$ cat config.mk
export PLATFORM = sky130hd
export DESIGN_NAME = one_wire_bus_master_unit
export DESIGN_NICKNAME = d
export VERILOG_FILES = /design/src/rtl/owbm_pkg.sv /design/src/rtl/owbm_cfg.sv /design/src/rtl/owbm_core.sv /design/src/rtl/one_wire_bus_master_unit.sv
export SDC_FILE = /design/constraint.sdc
export NUM_CORES = 1
export LEC_CHECK = 0
export BUFFER_PORTS_ARGS = -buffer_cell sky130_fd_sc_hd__buf_2
export CAP_MARGIN = 20
export CORE_MARGIN = 4
export CORE_UTILIZATION = 55
export CTS_BUF_LIST = sky130_fd_sc_hd__clkbuf_8 sky130_fd_sc_hd__clkbuf_16
export CTS_CLUSTER_DIAMETER = 120
export DETAILED_ROUTE_END_ITERATION = 16
export HOLD_SLACK_MARGIN = 0.1
export PLACE_DENSITY = 0.8
export SLEW_MARGIN = 40
export SYNTH_ARGS = -nofsm -noshare
export SYNTH_HDL_FRONTEND = slang
export SYNTH_SLANG_ARGS = --single-unit
$ cat constraint.sdc
create_clock -name i_clk -period 3.6 [get_ports i_clk]
set_input_delay 0.72 -clock i_clk [delete_from_list [all_inputs] [get_ports i_clk]]
set_output_delay 0.72 -clock i_clk [all_outputs]
set_load 0.02 [all_outputs]
$ cat src/rtl/owbm_pkg.sv
// shared types and constants for the one wire bus master
package owbm_pkg;

    localparam int BITS_PER_BYTE = 8;
    localparam int BIT_W         = $clog2(BITS_PER_BYTE);
    localparam int LONG_W        = 10;
    localparam int SHORT_W       = 8;
    localparam int CFG_IDX_W     = 3;
    localparam int CFG_DATA_W    = 10;

    typedef enum logic [2:0] {
        PH_IDLE  = 3'd0,
        PH_LOW   = 3'd1,
        PH_WAIT  = 3'd2,
        PH_REL   = 3'd3,
        PH_RECOV = 3'd4
    } t_phase;

    typedef enum logic [1:0] {
        OP_TICK  = 2'd0,
        OP_RESET = 2'd1,
        OP_WRITE = 2'd2,
        OP_READ  = 2'd3
    } t_op;

    localparam logic [CFG_IDX_W-1:0] CFG_RESET_LOW    = 3'd0;
    localparam logic [CFG_IDX_W-1:0] CFG_PRESENCE_WAIT = 3'd1;
    localparam logic [CFG_IDX_W-1:0] CFG_RESET_RECOV  = 3'd2;
    localparam logic [CFG_IDX_W-1:0] CFG_SHORT_PULSE  = 3'd3;
    localparam logic [CFG_IDX_W-1:0] CFG_LONG_PULSE   = 3'd4;
    localparam logic [CFG_IDX_W-1:0] CFG_READ_SAMPLE  = 3'd5;

    localparam logic [LONG_W-1:0]  RST_RESET_LOW     = 10'd600;
    localparam logic [LONG_W-1:0]  RST_PRESENCE_WAIT = 10'd100;
    localparam logic [LONG_W-1:0]  RST_RESET_RECOV   = 10'd600;
    localparam logic [SHORT_W-1:0] RST_SHORT_PULSE   = 8'd2;
    localparam logic [SHORT_W-1:0] RST_LONG_PULSE    = 8'd80;
    localparam logic [SHORT_W-1:0] RST_READ_SAMPLE   = 8'd6;

    typedef struct packed {
        logic [LONG_W-1:0]  reset_low;
        logic [LONG_W-1:0]  presence_wait;
        logic [LONG_W-1:0]  reset_recov;
        logic [SHORT_W-1:0] short_pulse;
        logic [SHORT_W-1:0] long_pulse;
        logic [SHORT_W-1:0] read_sample;
    } t_cfg;

    typedef struct packed {
        logic                     drive_low;
        logic                     busy_res;
        logic                     done_res;
        logic [BITS_PER_BYTE-1:0] read_data;
        logic                     presence;
        logic                     rejected;
    } t_result;

endpackage

$ cat src/rtl/owbm_cfg.sv
// timing configuration registers
module owbm_cfg (
    input  logic                                i_clk,
    input  logic                                i_rst_n,
    input  logic                                i_cfg_we,
    input  logic [owbm_pkg::CFG_IDX_W-1:0]      i_cfg_idx,
    input  logic [owbm_pkg::CFG_DATA_W-1:0]     i_cfg_data,
    output owbm_pkg::t_cfg                      o_cfg
);

    owbm_pkg::t_cfg r_cfg;

    always_ff @(posedge i_clk) begin
        if (!i_rst_n) begin
            r_cfg.reset_low     <= owbm_pkg::RST_RESET_LOW;
            r_cfg.presence_wait <= owbm_pkg::RST_PRESENCE_WAIT;
            r_cfg.reset_recov   <= owbm_pkg::RST_RESET_RECOV;
            r_cfg.short_pulse   <= owbm_pkg::RST_SHORT_PULSE;
            r_cfg.long_pulse    <= owbm_pkg::RST_LONG_PULSE;
            r_cfg.read_sample   <= owbm_pkg::RST_READ_SAMPLE;
        end else if (i_cfg_we) begin
            case (i_cfg_idx)
                owbm_pkg::CFG_RESET_LOW:
                    r_cfg.reset_low <= i_cfg_data[owbm_pkg::LONG_W-1:0];
                owbm_pkg::CFG_PRESENCE_WAIT:
                    r_cfg.presence_wait <= i_cfg_data[owbm_pkg::LONG_W-1:0];
                owbm_pkg::CFG_RESET_RECOV:
                    r_cfg.reset_recov <= i_cfg_data[owbm_pkg::LONG_W-1:0];
                owbm_pkg::CFG_SHORT_PULSE:
                    r_cfg.short_pulse <= i_cfg_data[owbm_pkg::SHORT_W-1:0];
                owbm_pkg::CFG_LONG_PULSE:
                    r_cfg.long_pulse <= i_cfg_data[owbm_pkg::SHORT_W-1:0];
                owbm_pkg::CFG_READ_SAMPLE:
                    r_cfg.read_sample <= i_cfg_data[owbm_pkg::SHORT_W-1:0];
                default: begin
                end
            endcase
        end
    end

    assign o_cfg = r_cfg;

endmodule

$ cat src/rtl/owbm_core.sv
// bus timing state machine: one item per step
module owbm_core (
    input  logic                                i_clk,
    input  logic                                i_rst_n,
    input  logic                                i_step,
    input  logic [1:0]                          i_req_type,
    input  logic [owbm_pkg::BITS_PER_BYTE-1:0]  i_write_byte,
    input  logic                                i_line_level,
    input  owbm_pkg::t_cfg                      i_cfg,
    output owbm_pkg::t_result                   o_result
);

    owbm_pkg::t_phase                   r_phase, n_phase;
    owbm_pkg::t_op                      r_op, n_op;
    logic [owbm_pkg::LONG_W-1:0]        r_tick, n_tick;
    logic [owbm_pkg::BIT_W-1:0]         r_bit, n_bit;
    logic [owbm_pkg::BITS_PER_BYTE-1:0] r_shift, n_shift;
    logic                               r_pres, n_pres;
    logic [owbm_pkg::BITS_PER_BYTE-1:0] r_held, n_held;

    owbm_pkg::t_op                      req;
    logic [owbm_pkg::LONG_W-1:0]        len;
    logic [owbm_pkg::LONG_W-1:0]        cnt;
    logic                               cur_bit;
    logic                               last_bit;
    logic                               fin;
    logic                               done_hit;
    logic                               reject_hit;

    assign req      = owbm_pkg::t_op'(i_req_type);
    assign cur_bit  = r_shift[r_bit];
    assign last_bit = (r_bit == owbm_pkg::BIT_W'(owbm_pkg::BITS_PER_BYTE - 1));
    assign cnt      = r_tick + owbm_pkg::LONG_W'(1);

    // length of the current phase
    always_comb begin
        len = '0;
        case (r_op)
            owbm_pkg::OP_RESET: begin
                if (r_phase == owbm_pkg::PH_LOW) begin
                    len = i_cfg.reset_low;
                end else if (r_phase == owbm_pkg::PH_WAIT) begin
                    len = i_cfg.presence_wait;
                end else begin
                    len = i_cfg.reset_recov;
                end
            end
            owbm_pkg::OP_WRITE: begin
                if ((r_phase == owbm_pkg::PH_LOW) == cur_bit) begin
                    len = owbm_pkg::LONG_W'(i_cfg.short_pulse);
                end else begin
                    len = owbm_pkg::LONG_W'(i_cfg.long_pulse);
                end
            end
            owbm_pkg::OP_READ: begin
                if (r_phase == owbm_pkg::PH_LOW) begin
                    len = owbm_pkg::LONG_W'(i_cfg.short_pulse);
                end else if (r_phase == owbm_pkg::PH_WAIT) begin
                    len = owbm_pkg::LONG_W'(i_cfg.read_sample);
                end else begin
                    len = owbm_pkg::LONG_W'(i_cfg.long_pulse);
                end
            end
            default: begin
                len = '0;
            end
        endcase
    end

    // next state
    always_comb begin
        n_phase    = r_phase;
        n_op       = r_op;
        n_tick     = r_tick;
        n_bit      = r_bit;
        n_shift    = r_shift;
        n_pres     = r_pres;
        n_held     = r_held;
        fin        = 1'b0;
        reject_hit = 1'b0;
        if (req != owbm_pkg::OP_TICK) begin
            if (r_phase != owbm_pkg::PH_IDLE) begin
                reject_hit = 1'b1;
            end else begin
                n_op    = req;
                n_phase = owbm_pkg::PH_LOW;
                n_tick  = '0;
                n_bit   = '0;
                case (req)
                    owbm_pkg::OP_WRITE: n_shift = i_write_byte;
                    owbm_pkg::OP_READ:  n_shift = '0;
                    default:            n_pres  = 1'b0;
                endcase
            end
        end else if (r_phase != owbm_pkg::PH_IDLE) begin
            if (cnt >= len) begin
                n_tick = '0;
                case (r_op)
                    owbm_pkg::OP_RESET: begin
                        if (r_phase == owbm_pkg::PH_LOW) begin
                            n_phase = owbm_pkg::PH_WAIT;
                        end else if (r_phase == owbm_pkg::PH_WAIT) begin
                            n_pres = !i_line_level;
                            if (i_cfg.reset_recov == '0) begin
                                fin = 1'b1;
                            end else begin
                                n_phase = owbm_pkg::PH_RECOV;
                            end
                        end else begin
                            fin = 1'b1;
                        end
                    end
                    owbm_pkg::OP_WRITE: begin
                        if (r_phase == owbm_pkg::PH_LOW) begin
                            n_phase = owbm_pkg::PH_REL;
                        end else if (last_bit) begin
                            fin = 1'b1;
                        end else begin
                            n_bit   = r_bit + owbm_pkg::BIT_W'(1);
                            n_phase = owbm_pkg::PH_LOW;
                        end
                    end
                    default: begin
                        if (r_phase == owbm_pkg::PH_LOW) begin
                            n_phase = owbm_pkg::PH_WAIT;
                        end else if (r_phase == owbm_pkg::PH_WAIT) begin
                            if (i_line_level) begin
                                n_shift[r_bit] = 1'b1;
                            end
                            n_phase = owbm_pkg::PH_REL;
                        end else if (last_bit) begin
                            fin    = 1'b1;
                            n_held = r_shift;
                        end else begin
                            n_bit   = r_bit + owbm_pkg::BIT_W'(1);
                            n_phase = owbm_pkg::PH_LOW;
                        end
                    end
                endcase
            end else begin
                n_tick = cnt;
            end
        end
        if (fin) begin
            n_phase = owbm_pkg::PH_IDLE;
            n_op    = owbm_pkg::OP_TICK;
            n_bit   = '0;
        end
        done_hit = fin;
    end

    // result of this item
    always_comb begin
        o_result.drive_low = (n_phase == owbm_pkg::PH_LOW);
        o_result.busy_res  = (n_phase != owbm_pkg::PH_IDLE);
        o_result.done_res  = done_hit;
        o_result.read_data = n_held;
        o_result.presence  = n_pres;
        o_result.rejected  = reject_hit;
    end

    always_ff @(posedge i_clk) begin
        if (!i_rst_n) begin
            r_phase <= owbm_pkg::PH_IDLE;
            r_op    <= owbm_pkg::OP_TICK;
            r_tick  <= '0;
            r_bit   <= '0;
            r_shift <= '0;
            r_pres  <= 1'b0;
            r_held  <= '0;
        end else if (i_step) begin
            r_phase <= n_phase;
            r_op    <= n_op;
            r_tick  <= n_tick;
            r_bit   <= n_bit;
            r_shift <= n_shift;
            r_pres  <= n_pres;
            r_held  <= n_held;
        end
    end

endmodule

$ cat src/rtl/one_wire_bus_master_unit.sv
// top level of the one wire bus master: input register, state machine, result register
//
//   channel   direction  handshake                  payload
//   in        input      i_in_valid / o_in_ready    i_req_type, i_write_byte, i_line_level
//   out       output     o_out_valid / i_out_ready  o_drive_low .. o_rejected
//   cfg       input      i_cfg_we                   i_cfg_idx, i_cfg_data
//
// one item per cycle unless the output stalls; a taken item passes the input register first
// the state machine steps when the input register holds an item and the result register frees
// a stalled output holds the result and the input register, o_in_ready drops once both are full
// synchronous active-low reset clears the state machine, both valid flags and the timing values
module one_wire_bus_master_unit (
    input  logic                                i_clk,
    input  logic                                i_rst_n,
    input  logic                                i_in_valid,
    output logic                                o_in_ready,
    input  logic [1:0]                          i_req_type,
    input  logic [owbm_pkg::BITS_PER_BYTE-1:0]  i_write_byte,
    input  logic                                i_line_level,
    output logic                                o_out_valid,
    input  logic                                i_out_ready,
    output logic                                o_drive_low,
    output logic                                o_busy_res,
    output logic                                o_done_res,
    output logic [owbm_pkg::BITS_PER_BYTE-1:0]  o_read_data,
    output logic                                o_presence,
    output logic                                o_rejected,
    input  logic                                i_cfg_we,
    input  logic [owbm_pkg::CFG_IDX_W-1:0]      i_cfg_idx,
    input  logic [owbm_pkg::CFG_DATA_W-1:0]     i_cfg_data
);

    logic                               r_in_valid;
    logic [1:0]                         r_req;
    logic [owbm_pkg::BITS_PER_BYTE-1:0] r_wbyte;
    logic                               r_line;
    logic                               r_out_valid;
    owbm_pkg::t_result                  r_out;

    owbm_pkg::t_cfg                     cfg;
    owbm_pkg::t_result                  result;
    logic                               step;

    assign step       = r_in_valid && (!r_out_valid || i_out_ready);
    assign o_in_ready = !r_in_valid || step;

    owbm_cfg u_cfg (
        .i_clk      (i_clk),
        .i_rst_n    (i_rst_n),
        .i_cfg_we   (i_cfg_we),
        .i_cfg_idx  (i_cfg_idx),
        .i_cfg_data (i_cfg_data),
        .o_cfg      (cfg)
    );

    owbm_core u_core (
        .i_clk        (i_clk),
        .i_rst_n      (i_rst_n),
        .i_step       (step),
        .i_req_type   (r_req),
        .i_write_byte (r_wbyte),
        .i_line_level (r_line),
        .i_cfg        (cfg),
        .o_result     (result)
    );

    // input register
    always_ff @(posedge i_clk) begin
        if (!i_rst_n) begin
            r_in_valid <= 1'b0;
        end else if (i_in_valid && o_in_ready) begin
            r_in_valid <= 1'b1;
        end else if (step) begin
            r_in_valid <= 1'b0;
        end
    end

    always_ff @(posedge i_clk) begin
        if (i_in_valid && o_in_ready) begin
            r_req   <= i_req_type;
            r_wbyte <= i_write_byte;
            r_line  <= i_line_level;
        end
    end

    // result register
    always_ff @(posedge i_clk) begin
        if (!i_rst_n) begin
            r_out_valid <= 1'b0;
        end else if (step) begin
            r_out_valid <= 1'b1;
        end else if (i_out_ready) begin
            r_out_valid <= 1'b0;
        end
    end

    always_ff @(posedge i_clk) begin
        if (step) begin
            r_out <= result;
        end
    end

    assign o_out_valid = r_out_valid;
    assign o_drive_low = r_out.drive_low;
    assign o_busy_res  = r_out.busy_res;
    assign o_done_res  = r_out.done_res;
    assign o_read_data = r_out.read_data;
    assign o_presence  = r_out.presence;
    assign o_rejected  = r_out.rejected;

endmodule

=== Word level (Yosys, flattened, before mapping) ===
Index checks and enable logic that the tools add are counted.
W data, S select, Z words.

* Register bits after elaboration: 115
* Input bits: 29
* Output and inout port bits: 15
* Logic and storage cells: 168

* Add/subtract/negate cells: 2
* Order comparisons: 3
* Eq/ne operators: 23
* Muxes and demuxes: 80
* Bitwise gates (word level): 1
* Reduce and logical (&&, ||, !) cells: 35

{| class="wikitable"
|+ Operators with widths
! cell !! count
|-
| $mux W8 || 17
|-
| $mux W10 || 7
|-
| $mux W3 || 21
|-
| $pmux W10 S3 || 1
|-
| $mux W1 || 25
|-
| $pmux W8 S2 || 1
|-
| $reduce_bool A2 Y1 || 8
|-
| $reduce_bool A3 Y1 || 5
|-
| $pmux W3 S2 || 2
|-
| $reduce_and A2 Y1 || 6
|-
| $add A10 B1 Y10 const B || 1
|-
| $ge A10 B10 Y1 || 1
|-
| $logic_not A10 Y1 || 1
|-
| $eq A3 B1 Y1 const B || 3
|-
| $eq A3 B2 Y1 const B || 3
|-
| $eq A3 B3 Y1 const B || 3
|-
| $reduce_and A9 Y1 || 1
|-
| $eq A2 B2 Y1 const B || 4
|-
| $or A8 B8 Y8 || 1
|-
| $reduce_and A7 Y1 || 1
|-
| $mux W2 || 3
|-
| $ne A3 B2 Y1 const B || 2
|-
| $reduce_and A3 Y1 || 2
|-
| $lt A3 B4 Y1 const B || 1
|-
| other kinds (16) || 24
|}

=== Depth between registers and ports, before layout ===
Gate-level depths: netlist of the first run.

* Depth in word-level cells: 12
* Gate-level depth with buffers: 18
* Gate-level depth less buffers: 15

=== Hierarchy ===
From an unflattened synthesis of the first run, not the netlist that was laid out.

* Cells, all modules: 663
* Area total of the unflattened synthesis: 6115.9 µm²

{| class="wikitable"
|+ Modules (own cells, without submodules)
! module !! instances !! cells an instance !! area each (µm²) !! seq. area each (µm²)
|-
| owbm_core || 1 || 431 || 3216.8 || 700.7
|-
| owbm_cfg || 1 || 199 || 2074.5 || 1081.0
|-
| one_wire_bus_master_unit || 1 || 33 || 824.5 || 760.7
|}

=== Least setup slack after synthesis of the first run ===
Ideal clock, no wire load.

* Kind: register -> register
* Start: reg u_core.r_bit[0] (netlist name)
* End: reg r_out, in the netlist o_read_data[0] (data pin)
* Library setup time: 260 ps
* Data arrival time: 3607 ps
* Required time: 3340 ps
* Slack: -267 ps
* Cell stages (with the launch flop): 17
* Path buffers: 3
* Period minus slack after synthesis: 3867 ps
* Path through: dfxtp_1 -> buf_4 -> mux4_2 -> mux2i_4 -> xor2_2 -> buf_6 -> nand3_1 -> o211ai_1 -> nand2_1 -> ha_1 -> a21o_1 -> a21oi_1 -> o221ai_1 -> a21o_1 -> buf_2 -> nand3_1 -> mux2_2

{| class="wikitable"
|+ RTL lines
! what !! RTL line !! RTL
|-
| start, declared || owbm_core.sv:16 || <nowiki>logic [owbm_pkg::BIT_W-1:0] r_bit, n_bit;</nowiki>
|-
| start signal, assigned || owbm_core.sv:175 || <nowiki>r_bit <= n_bit;</nowiki>
|-
| end signal, assigned || one_wire_bus_master_unit.sv:99 || <nowiki>r_out <= result;</nowiki>
|-
| end, declared || one_wire_bus_master_unit.sv:38 || <nowiki>owbm_pkg::t_result r_out;</nowiki>
|}

==> metrics.md, run 1 <==
| Metric | Value |
|---|---|
| Post-synthesis simple-gate area fraction | `22.3%` |
| Die Area | `12600 µm²` |
| DR vias/cell | `6.14` |
| Antenna Nets Post-Route | `0` |
| Most frequent cells in the layout | `nand2_1, dfxtp_1, a21boi_0, buf_2, nand3_1` |
| Tot GR Track Use | `25.0%` |
| Initial antenna violation count | `0` |
| Final hold viol count | `0` |
| Io pins | `44` |
| Vias in the first global route | `between 5000 and 6000` |
| Adder-cell share of the synthesized area | `~3.6%` |
| Power density cells | `472 nW/µm²` |
| CTS Buf Count | `17` |
| Slew headroom | `47.6%` |
| CP Capture Type | `flip-flop` |
| Worst Tran Pin Value | `0.786 ns` |
| Core area | `~10000 µm²` |
| Placed Area | `6510 µm²` |
| Leak | `between 2 and 3 nW` |
| Mapped Area | `5980 µm²` |
| Unrepaired setup endpoints after global routing | `true` |
| Max_cap viols | `0` |
| Status | `finished, violations left` |
| Worst Setup Slack, final | `-0.0366 ns` |
| Synth Register Bits | `115` |
| Routed len/inst | `around 18 µm` |
| Min-delay worst type | `input pin to flip-flop` |
| Setup TNS | `-0.0692 ns` |
| Mux cell area share after synthesis | `7.18%` |
| Diodes inserted | `0` |
| Initial detailed-routing violation count | `633` |
| Largest net degree at the start of global routing | `55` |
| CTS max path bufs | `2` |
| Clock Skew | `0.00723 ns` |
| Clk sinks | `between 100 and 150` |
| Max stage delay cell, worst path | `mux4_2` |
| Total gr overflow | `0` |
| Netlist cell types | `62` |
| Slowest stage delay, CP | `0.52 ns` |
| Critical Path Source Type | `flip-flop` |
| FP Rows | `37` |
| Worst skew pair latency | `0.53 ns` |
| First-pass detailed-route iteration total | `5` |
| H-Tree Depth | `4` |
| Final period utilization | `101%` |
| Most common cell after layout, fill and taps aside | `nand2_1` |
| Mapped Cells | `678` |
| Worst vdd ir | `between 0.0003 and 0.0004 V` |
| Xor and xnor area share after synthesis | `1.72%` |
| Warnings, synthesis | `0` |
| CTS tree | `done` |
| Failing checks | `setup timing` |
| Fill cells | `768` |
| Buffers on Ports | `43` |
| Die H | `112 µm` |
| Mean post-synth cell area | `8.82 µm²` |
| Synth-to-Final Area Change | `23.7%` |
| DRC | `0` |
| Top FF cell, synth | `dfxtp_1` |
| Final #Nets | `789` |
| Vias | `5479` |
| Compound-Gate Fraction of Synth Area | `19.4%` |
| Initial core utilization | `a little under three fifths` |
| Clk root buf | `clkbuf_8` |
| Critical path class | `flip-flop to flip-flop` |
| Largest family of logic cells by synthesized area | `simple AND/OR/NAND/NOR gates` |
| Fin area | `7400 µm²` |
| Arr. time, crit path | `around 3.9 ns` |
| First-pass GRT wire length | `25600 µm` |
| FMAX | `275 MHz` |
| Period minus WS final | `3.64 ns` |
| Crit-path max FO | `8` |
| CP required | `3.87 ns` |
| Crit-path cells | `mux4_2 -> mux2i_4 -> xor2_2 -> buf_4 -> clkbuf_16 -> a31oi_1 -> a31o_2 -> ha_1 -> a21oi_2 -> o221ai_2 -> a21o_4 -> a32oi_2 -> a41o_1 -> nand2_1` |
| Syn_nets | `724` |
| Routability Congestion | `0.908` |
| Dpl hpwl | `between 10000 and 15000 µm` |
| Die W | `~110 µm` |
| Layout cells sized above 1 | `22.0%` |
| Final setup viols | `4` |
| Post-CTS Hold Fix Bufs | `0` |
| WL final | `16000 µm` |
| Max Slew Vio Count | `0` |
| FFs w/ async S/R, synth | `0%` |
| Clock-pin slew on the worst setup and hold paths | `0.06 ns` |
| Number of synthesized flops with an enable pin | `24` |
| Sequential area share after synthesis | `a little over two fifths` |
==> cells by family after synthesis <==
logic type | count (synthesis)
adder cells (fa/ha/maj) | 17
AND/OR/NAND/NOR | 293
buffers and inverters | 45
multiplexers | 38
AO/OA/AOI/OAI | 160
XOR/XNOR | 10
flip-flops | 115
==> power breakdown <==
group          leakage (nW)  internal (mW)  switching [mW]
registers             0.968           1.36          0.0237
logic                  1.71          0.149           0.223
clock network         0.299           1.12           0.622
total                  2.98           2.62           0.869
==> synth_stat cells, types with 17 or more instances <==
| cell type | number | area (µm²) |
|---|---|---|
| a21boi_0 | 50 | 375 |
| a21oi_1 | 18 | 90.1 |
| clkbuf_1 | 20 | 75.1 |
| dfxtp_1 | 91 | 1820 |
| edfxtp_1 | 24 | 721 |
| ha_1 | 17 | 213 |
| mux2i_1 | 26 | 260 |
| nand2_1 | 159 | 597 |
| nand3_1 | 36 | 180 |
| nor2_1 | 30 | 113 |
| nor2b_1 | 18 | 113 |
==> registers in the layout, summed over array words and instances, names as in the netlist, 2 cells and up <==
name / flops
u_cfg.o_cfg: 54
u_core.r_tick: 10
o_read_data: 8
r_wbyte: 8
u_core.r_held: 8
u_core.r_shift: 8
u_core.r_bit: 3
u_core.r_phase: 3
r_req: 2
u_core.r_op: 2
==> routing by layer <==
layer | part of all wire (%) | GRT usage (%) | up-vias
met5 | 0 | 0 | -
met4 | 3.3 | 10.8 | 0
met3 | 7.3 | 6.42 | 52
met2 | 49 | 41.5 | 247
met1 | 40 | 30.7 | 2633
li1 | - | - | 2547
==> final timing paths <==
check                           cells after the start               to  slack, ns             from
worst min register to register                      2  u_cfg.o_cfg[38]       0.46  u_cfg.o_cfg[38]
worst min-delay path                                1       r_wbyte[2]       0.35  i_write_byte[2]
worst max-delay path                               14       o_busy_res      -0.04  u_core.r_bit[0]
worst max register to register                     14       o_busy_res      -0.04  u_core.r_bit[0]
==> critical path, delay by kind of cell (launching register included) <==
family | cells | cell delay [ns]
adder cells (fa/ha/maj) | 1 | 0.30
AND/OR/NAND/NOR | 1 | 0.05
AO/OA/AOI/OAI | 7 | 1.40
XOR/XNOR | 1 | 0.23
buffers and inverters | 2 | 0.31
multiplexers | 2 | 0.71
flip-flops | 1 | 0.36
==> layout make-up <==
type,instances,area [µm²],share of cell area (%)
multi-input combinational,519,3490,47.1
clock buffer,17,414,5.60
tap,136,170,2.30
clock inverter,15,191,2.59
timing repair buffer,78,547,7.39
inverter,12,45.0,0.609
sequential,115,2550,34.4
==> timing repair <==
item,in CTS,in global routing
resized for setup,2,53
hold endpoints to repair,0,0
cloned,0,2
setup endpoints to repair,19,43
setup buffers,0,2
pin swaps,0,35
==> metrics by stage <==
step | std cells | power (mW) | hold slack (ns) | worst slack (ns) | util [%]
2_1_floorplan | 678 | 1.61 | 0.440 | 0.00298 | -
3_3_place_gp | 856 | 1.72 | 0.449 | 0.0880 | 62.3
3_5_place_dp | 856 | 1.73 | 0.456 | -0.0612 | 62.3
4_1_cts | 888 | 3.45 | 0.342 | -0.0282 | 68.1
5_1_grt | 892 | 3.60 | 0.342 | -0.154 | 70.7
6_report | 892 | 3.49 | 0.355 | -0.0366 | 70.7
Power figures use the tool's default switching activity.
==> run 2, diff against run 1 <==
--- a/config.mk
+++ b/config.mk
@@ -8,12 +8,13 @@
 export BUFFER_PORTS_ARGS = -buffer_cell sky130_fd_sc_hd__buf_2
 export CAP_MARGIN = 20
 export CORE_MARGIN = 4
-export CORE_UTILIZATION = 55
+export CORE_UTILIZATION = 35
 export CTS_BUF_LIST = sky130_fd_sc_hd__clkbuf_8 sky130_fd_sc_hd__clkbuf_16
 export CTS_CLUSTER_DIAMETER = 120
 export DETAILED_ROUTE_END_ITERATION = 16
 export HOLD_SLACK_MARGIN = 0.1
-export PLACE_DENSITY = 0.8
+export PLACE_DENSITY = 0.56
+export REMOVE_ABC_BUFFERS = 1
 export SLEW_MARGIN = 40
 export SYNTH_ARGS = -nofsm -noshare
 export SYNTH_HDL_FRONTEND = slang
==> metrics.md, run 2 (same netlist as run 1, synthesis figures left out) <==
| Metric | Value |
|---|---|
| Status | `complete, no violations` |
| Placed insts | `952` |
| WL final | `15800 µm` |
| Fill cells | `1552` |
| Worst Tran Pin Value | `0.764 ns` |
| Initial antenna violation count | `0` |
| Worst skew pair latency | `0.41 ns` |
| DR vias/cell | `5.21` |
| Final Power | `3.46 mW` |
| CTS Buf Count | `17` |
| Clk sinks | `115` |
| H-Tree Depth | `4` |
| Final Non-Filler Cells | `between 900 and 1000` |
| Clock-pin slew on the worst setup and hold paths | `0.05 ns` |
| Final #Nets | `799` |
| Slew headroom | `49.0%` |
| Most frequent cells in the layout | `nand2_1, dfxtp_1, a21boi_0, buf_2, buf_4` |
| Setup TNS | `0 ns` |
| Core area | `16600 µm²` |
| FP Rows | `47` |
| Fin area | `7550 µm²` |
| Crit-path max FO | `7` |
| Routed len/inst | `16.0 µm` |
| Initial detailed-routing violation count | `453` |
| Most common cell after layout, fill and taps aside | `nand2_1` |
| CTS max path bufs | `2` |
| R2r startpoint | `u_core.r_bit[0]` |
| Die H | `139 µm` |
| Final hold viol count | `0` |
| First-pass GRT wire length | `25400 µm` |
| Unrepaired setup endpoints after global routing | `true` |
| WHS Path Cells | `2` |
| Io pins | `44` |
| Max FFs per register | `54` |
| DRC | `0` |
| Vias in the first global route | `roughly 4900` |
| FMAX | `about 280 MHz` |
| Total gr overflow | `0` |
| CP required | `3.75 ns` |
| Placed Area | `6710 µm²` |
| Vias | `5138` |
| Routability Congestion | `0.908` |
| Die W | `about 140 µm` |
| Min Hold Slack | `between 0.4 and 0.5 ns` |
| Worst reg2reg setup slack | `0.006 ns` |
| Die Area | `19200 µm²` |
| Antenna Nets Post-Route | `0` |
| Leak | `~3.0 nW` |
| Critical Path Source Type | `flip-flop` |
| Period minus WS final | `3.59 ns` |
| Synth-to-Final Area Change | `26.3%` |
| Critical path class | `flip-flop to flip-flop` |
| Layout cells sized above 1 | `21.8%` |
| Clock Skew | `0.00968 ns` |
| R2R depth | `14` |
| Hold endpoint | `u_cfg.o_cfg[46]` |
| CTS tree | `done` |
| Diodes inserted | `0` |
| Clk root buf | `clkbuf_16` |
| Power density cells | `458 nW/µm²` |
| Initial core utilization | `35.9%` |
| Largest net degree at the start of global routing | `66` |
| Min-delay src | `u_cfg.o_cfg[46]` |
| Buffers on Ports | `43` |
| Final setup viols | `0` |
| Worst vdd ir | `approximately 0.00032 V` |
| Min-delay worst type | `flip-flop to flip-flop` |
| Post-CTS Hold Fix Bufs | `0` |
| Max_cap viols | `0` |
| Arr. time, crit path | `3.74 ns` |
| CP Capture Type | `flip-flop` |
| Final period utilization | `99.8%` |
| First-pass detailed-route iteration total | `5` |
| Dpl hpwl | `approximately 11000 µm` |
| R2R Path End | `o_drive_low` |
| Tot GR Track Use | `16.2%` |
| Max Slew Vio Count | `0` |
[run 2: cell types whose count changed in the layout (fill, tap and decap cells not counted), sizes merged]
| cell | previous run | this run |
|---|---|---|
| buf | 77 | 89 |
| clkinvlp | 2 | 3 |
| clkinv | 6 | 5 |
| clkbuf | 18 | 17 |
| a211o | 2 | 1 |
[run 2: worst max-delay path by stage]
stage	startpoint	to	cells past startpoint
after detailed placement	u_core.r_bit[0]	o_read_data[0]	15
after floorplan	u_core.r_phase[1]	o_read_data[0]	11
final	u_core.r_bit[0]	o_drive_low	14
after global routing	u_core.r_bit[0]	o_read_data[0]	15
after CTS	u_core.r_bit[0]	o_drive_low	15
after global placement	u_core.r_bit[0]	o_read_data[5]	15
[run 2: repair_timing]
| action | CTS | global route |
|---|---|---|
| pin swaps | 5 | 22 |
| gates cloned | 1 | 0 |
| resized for setup | 14 | 32 |
| setup endpoints to repair | 38 | 38 |
| buffers inserted | 1 | 0 |
[run 2: critical path, stage by stage (launching register included)]
cell and delay (ns):
dfxtp_4 0.36, mux4_2 0.53, mux2i_4 0.20, xor2_2 0.22, buf_6 0.16, a31oi_1 0.09
a31o_2 0.30, ha_4 0.27, nand4_1 0.12, o221ai_2 0.31, a21o_4 0.22, buf_6 0.11
nand2_1 0.04, a41o_1 0.27, nor2b_1 0.13
[run 2: area by class of cell]
cell class / instances / area [µm²] / share of cell area [%]
clock buffers: 17 / 425 / 5.63
multi-input cells: 518 / 3440 / 45.6
flip-flops and latches: 115 / 2550 / 33.7
inverters: 12 / 45.0 / 0.597
well taps: 220 / 275 / 3.65
clock inverters: 15 / 175 / 2.32
repair buffers: 89 / 642 / 8.50
[run 2: where the power goes]
group / leakage [nW] / switching [mW] / internal [mW]
sequential: 0.968 / 0.0230 / 1.36
combinational: 1.78 / 0.217 / 0.152
clock: 0.299 / 0.576 / 1.14
[run 2: through the flow]
| stage | util, % | setup slack (ns) |
|---|---|---|
| after floorplan | - | -0.443 |
| after global placement | 40.3 | -0.103 |
| after detailed placement | 40.3 | -0.184 |
| after CTS | 44.4 | 0.00887 |
| after global routing | 45.4 | -0.121 |
| final | 45.4 | 0.00598 |
[run 2: metal layers]
| layer | wire, µm | global-route usage (%) | up-vias |
|---|---|---|---|
| met5 | 0 | 0 | - |
| met4 | 275 | 4.84 | 0 |
| met3 | 692 | 4.14 | 21 |
| met2 | 7300 | 25.4 | 124 |
| met1 | 7530 | 22.3 | 2419 |
| li1 | - | - | 2574 |
==> run 3, diff against run 2 <==
--- a/config.mk
+++ b/config.mk
@@ -5,6 +5,7 @@
 export SDC_FILE = /design/constraint.sdc
 export NUM_CORES = 1
 export LEC_CHECK = 0
+export ABC_AREA = 1
 export BUFFER_PORTS_ARGS = -buffer_cell sky130_fd_sc_hd__buf_2
 export CAP_MARGIN = 20
 export CORE_MARGIN = 4
@@ -12,6 +13,7 @@
 export CTS_BUF_LIST = sky130_fd_sc_hd__clkbuf_8 sky130_fd_sc_hd__clkbuf_16
 export CTS_CLUSTER_DIAMETER = 120
 export DETAILED_ROUTE_END_ITERATION = 16
+export GPL_TIMING_DRIVEN = 1
 export HOLD_SLACK_MARGIN = 0.1
 export PLACE_DENSITY = 0.56
 export REMOVE_ABC_BUFFERS = 1
==> metrics.md, run 3 <==
| Metric | Value |
|---|---|
| CTS Buf Count | `17` |
| Worst Tran Pin Value | `0.653 ns` |
| Largest family of logic cells by synthesized area | `simple AND/OR/NAND/NOR gates` |
| Max FFs per register | `54` |
| R2r startpoint | `u_core.r_bit[2]` |
| Fill cells | `around 1700` |
| Most common cell after layout, fill and taps aside | `nand2_1` |
| Largest net degree at the start of global routing | `69` |
| Status | `complete, no violations` |
| Warnings, synthesis | `0` |
| Routability Congestion | `0.849` |
| WL final | `approximately 16000 µm` |
| Synth top area cells | `dfxtp_1, edfxtp_1, nand2_1` |
| First-pass GRT wire length | `~26000 µm` |
| Initial antenna violation count | `0` |
| First-pass detailed-route iteration total | `5` |
| Setup TNS | `0 ns` |
| Final setup viols | `0` |
| Final Power | `3.55 mW` |
| Synth-to-Final Area Change | `18.0%` |
| R2R depth | `24` |
| Vias | `5359` |
| Yosys top cell area share | `between 30% and 40%` |
| Arr. time, crit path | `roughly 3.6 ns` |
| CP Capture Type | `flip-flop` |
| Final Non-Filler Cells | `between 1000 and 1500` |
| Max stage delay cell, worst path | `dfxtp_1` |
| Compound-Gate Fraction of Synth Area | `14.1%` |
| Crit-path max FO | `16` |
| Critical path class | `flip-flop to flip-flop` |
| Post-layout util | `42.4%` |
| Post-CTS Hold Fix Bufs | `0` |
| Min-delay worst type | `flip-flop to flip-flop` |
| CP required | `3.91 ns` |
| Diodes inserted | `0` |
| Count leader, synth | `nand2_1` |
| Critical Path Source Type | `flip-flop` |
| Sequential area share after synthesis | `between 40% and 50%` |
| Synth Register Bits | `115` |
| Sequential cell area | `between 2000 and 3000 µm²` |
| CTS max path bufs | `2` |
| Adder-cell share of the synthesized area | `3.55%` |
| Clk root buf | `clkbuf_16` |
| Unrepaired setup endpoints after global routing | `false` |
| FP Rows | `47` |
| FFs w/ async S/R, synth | `0%` |
| Final hold viol count | `0` |
| Top FF cell, synth | `dfxtp_1` |
| Placed insts | `1072` |
| CTS tree | `done` |
| Core area | `around 17000 µm²` |
| Worst skew pair latency | `0.42 ns` |
| Clk sinks | `between 100 and 150` |
| Buffers on Ports | `43` |
| Worst reg2reg setup slack | `0.35 ns` |
| Initial detailed-routing violation count | `427` |
| Die H | `139 µm` |
| Crit-path cells | `inv_1 -> nor3_1 -> nand2_1 -> nand2_1 -> nor2_2 -> nand2_1 -> nand2_1 -> nand3_1 -> nand2_1 -> nand2_1 -> nand2_1 -> nand2_1 -> ha_1 -> nand2_1 -> nor2_1 -> nand2_1 -> nand3_1 -> nand2_2 -> nand2_4 -> nand3_4 -> nand2_1 -> o21ai_2 -> o21ai_1 -> inv_1` |
| Total gr overflow | `0` |
| DR vias/cell | `around 4.9` |
| Netlist cell types | `42` |
| Synth area leader | `dfxtp_1` |
| Final period utilization | `between 90% and 100%` |
| Initial core utilization | `36.0%` |
| Power density cells | `503 nW/µm²` |
| Die Area | `19300 µm²` |
| Leak | `between 3 and 4 nW` |
| Layout cells sized above 1 | `about 15%` |
| Mux cell area share after synthesis | `0%` |
| Post-synthesis simple-gate area fraction | `a little under a third` |
| Io pins | `44` |
| Most frequent cells in the layout | `nand2_1, nor2_1, dfxtp_1, o21ai_0, nand3_1` |
| Synth cell count leaders | `nand2_1, nor2_1, dfxtp_1` |
| Number of synthesized flops with an enable pin | `24` |
| Routed len/inst | `between 10 and 15 µm` |
| Antenna Nets Post-Route | `0` |
| Max_cap viols | `0` |
| Slew headroom | `56.5%` |
| Max Slew Vio Count | `0` |
| DRC | `0` |
| Mean post-synth cell area | `7.25 µm²` |
| Slowest stage delay, CP | `0.35 ns` |
| Placed Area | `~6400 µm²` |
| R2R Path End | `u_core.r_held[0]` |
| Xor and xnor area share after synthesis | `1.02%` |
| CP most frequent cell | `nand2_1` |
| Die W | `139 µm` |
| FMAX | `308 MHz` |
| Period minus WS final | `between 3 and 4 ns` |
| Min-delay src | `u_cfg.o_cfg[39]` |
| Mapped Cells | `a little over 800` |
| Worst Setup SP | `u_core.r_bit[2]` |
| Hold endpoint | `u_cfg.o_cfg[39]` |
| Mapped Area | `5980 µm²` |
| H-Tree Depth | `4` |
| WHS Path Cells | `2` |
| Clock-pin slew on the worst setup and hold paths | `0.05 ns` |
| Dpl hpwl | `between 10000 and 15000 µm` |
| Clock Skew | `0.00831 ns` |
| Tot GR Track Use | `between 10% and 20%` |
| Final #Nets | `917` |
| Fin area | `7060 µm²` |
| Multi-input logic area | `3040 µm²` |
| Vias in the first global route | `4878` |
| Worst vdd ir | `0.000294 V` |
run 3: cell types whose count changed after synthesis, sizes merged, moves of 31 or more:
| cell | before | now |
|---|---|---|
| inv | 11 | 70 |
| nand2 | 160 | 191 |
| o21ai | 16 | 92 |
| nand3 | 36 | 80 |
| nor2 | 30 | 147 |
| a21boi | 50 | 1 |
run 3: logic make-up (layout without fill, tap and decap cells):
logic type      count (synthesis)  count (layout)
flops                         115             115
fa+ha+maj                      17              17
buf+inv                       101             160
xor+xnor                        7               7
simple gates                  434             434
compound gates                151             151
run 3: worst max-delay path, delay by kind of cell (launching register included):
family	cells	cell delay [ns]
AO/OA/AOI/OAI	2	0.21
adder cells (fa/ha/maj)	1	0.29
buffers and inverters	2	0.25
flip-flops	1	0.35
AND/OR/NAND/NOR	19	2.05
run 3: worst max path at each step:
stage / endpoint / slack, ns
floorplan: o_read_data[2] / 0.66
global placement: o_busy_res / 0.32
detailed placement: u_core.r_held[0] / 0.33
CTS: u_core.r_held[0] / 0.25
global route: u_core.r_held[0] / 0.02
finish: u_core.r_held[0] / 0.35
run 3: final cells by class:
cell class	instances	area share [%]
clock buffer	22	7.48
tap	220	3.90
clock inverter	10	1.42
inverter	74	3.97
timing repair buffer	54	4.22
multi-input combinational	609	43.0
sequential	115	36.0
run 3: metrics by stage:
step | setup WS (ns) | hold slack, ns
floorplan | 0.656 | 0.424
global placement | 0.323 | 0.444
detailed placement | 0.333 | 0.447
CTS | 0.253 | 0.456
global route | 0.0237 | 0.460
finish | 0.353 | 0.455
run 3: per-layer routing:
metal | part of all wire, % | GRT usage (%)
met1 | 51 | 24.0
met2 | 43 | 23.8
met3 | 4.3 | 4.31
met4 | 2.2 | 5.66
met5 | 0 | 0
run 3: power by group:
part | switching, mW | total (mW) | internal [mW]
Clock | 0.597 | 1.76 | 1.17
Sequential | 0.0399 | 1.42 | 1.38
Combinational | 0.253 | 0.371 | 0.118
Total | 0.890 | 3.55 | 2.66
run 3: timing repair:
action,in CTS,in global routing
resized for setup,0,4
setup buffers,0,0
endpoints found under the setup margin,0,27
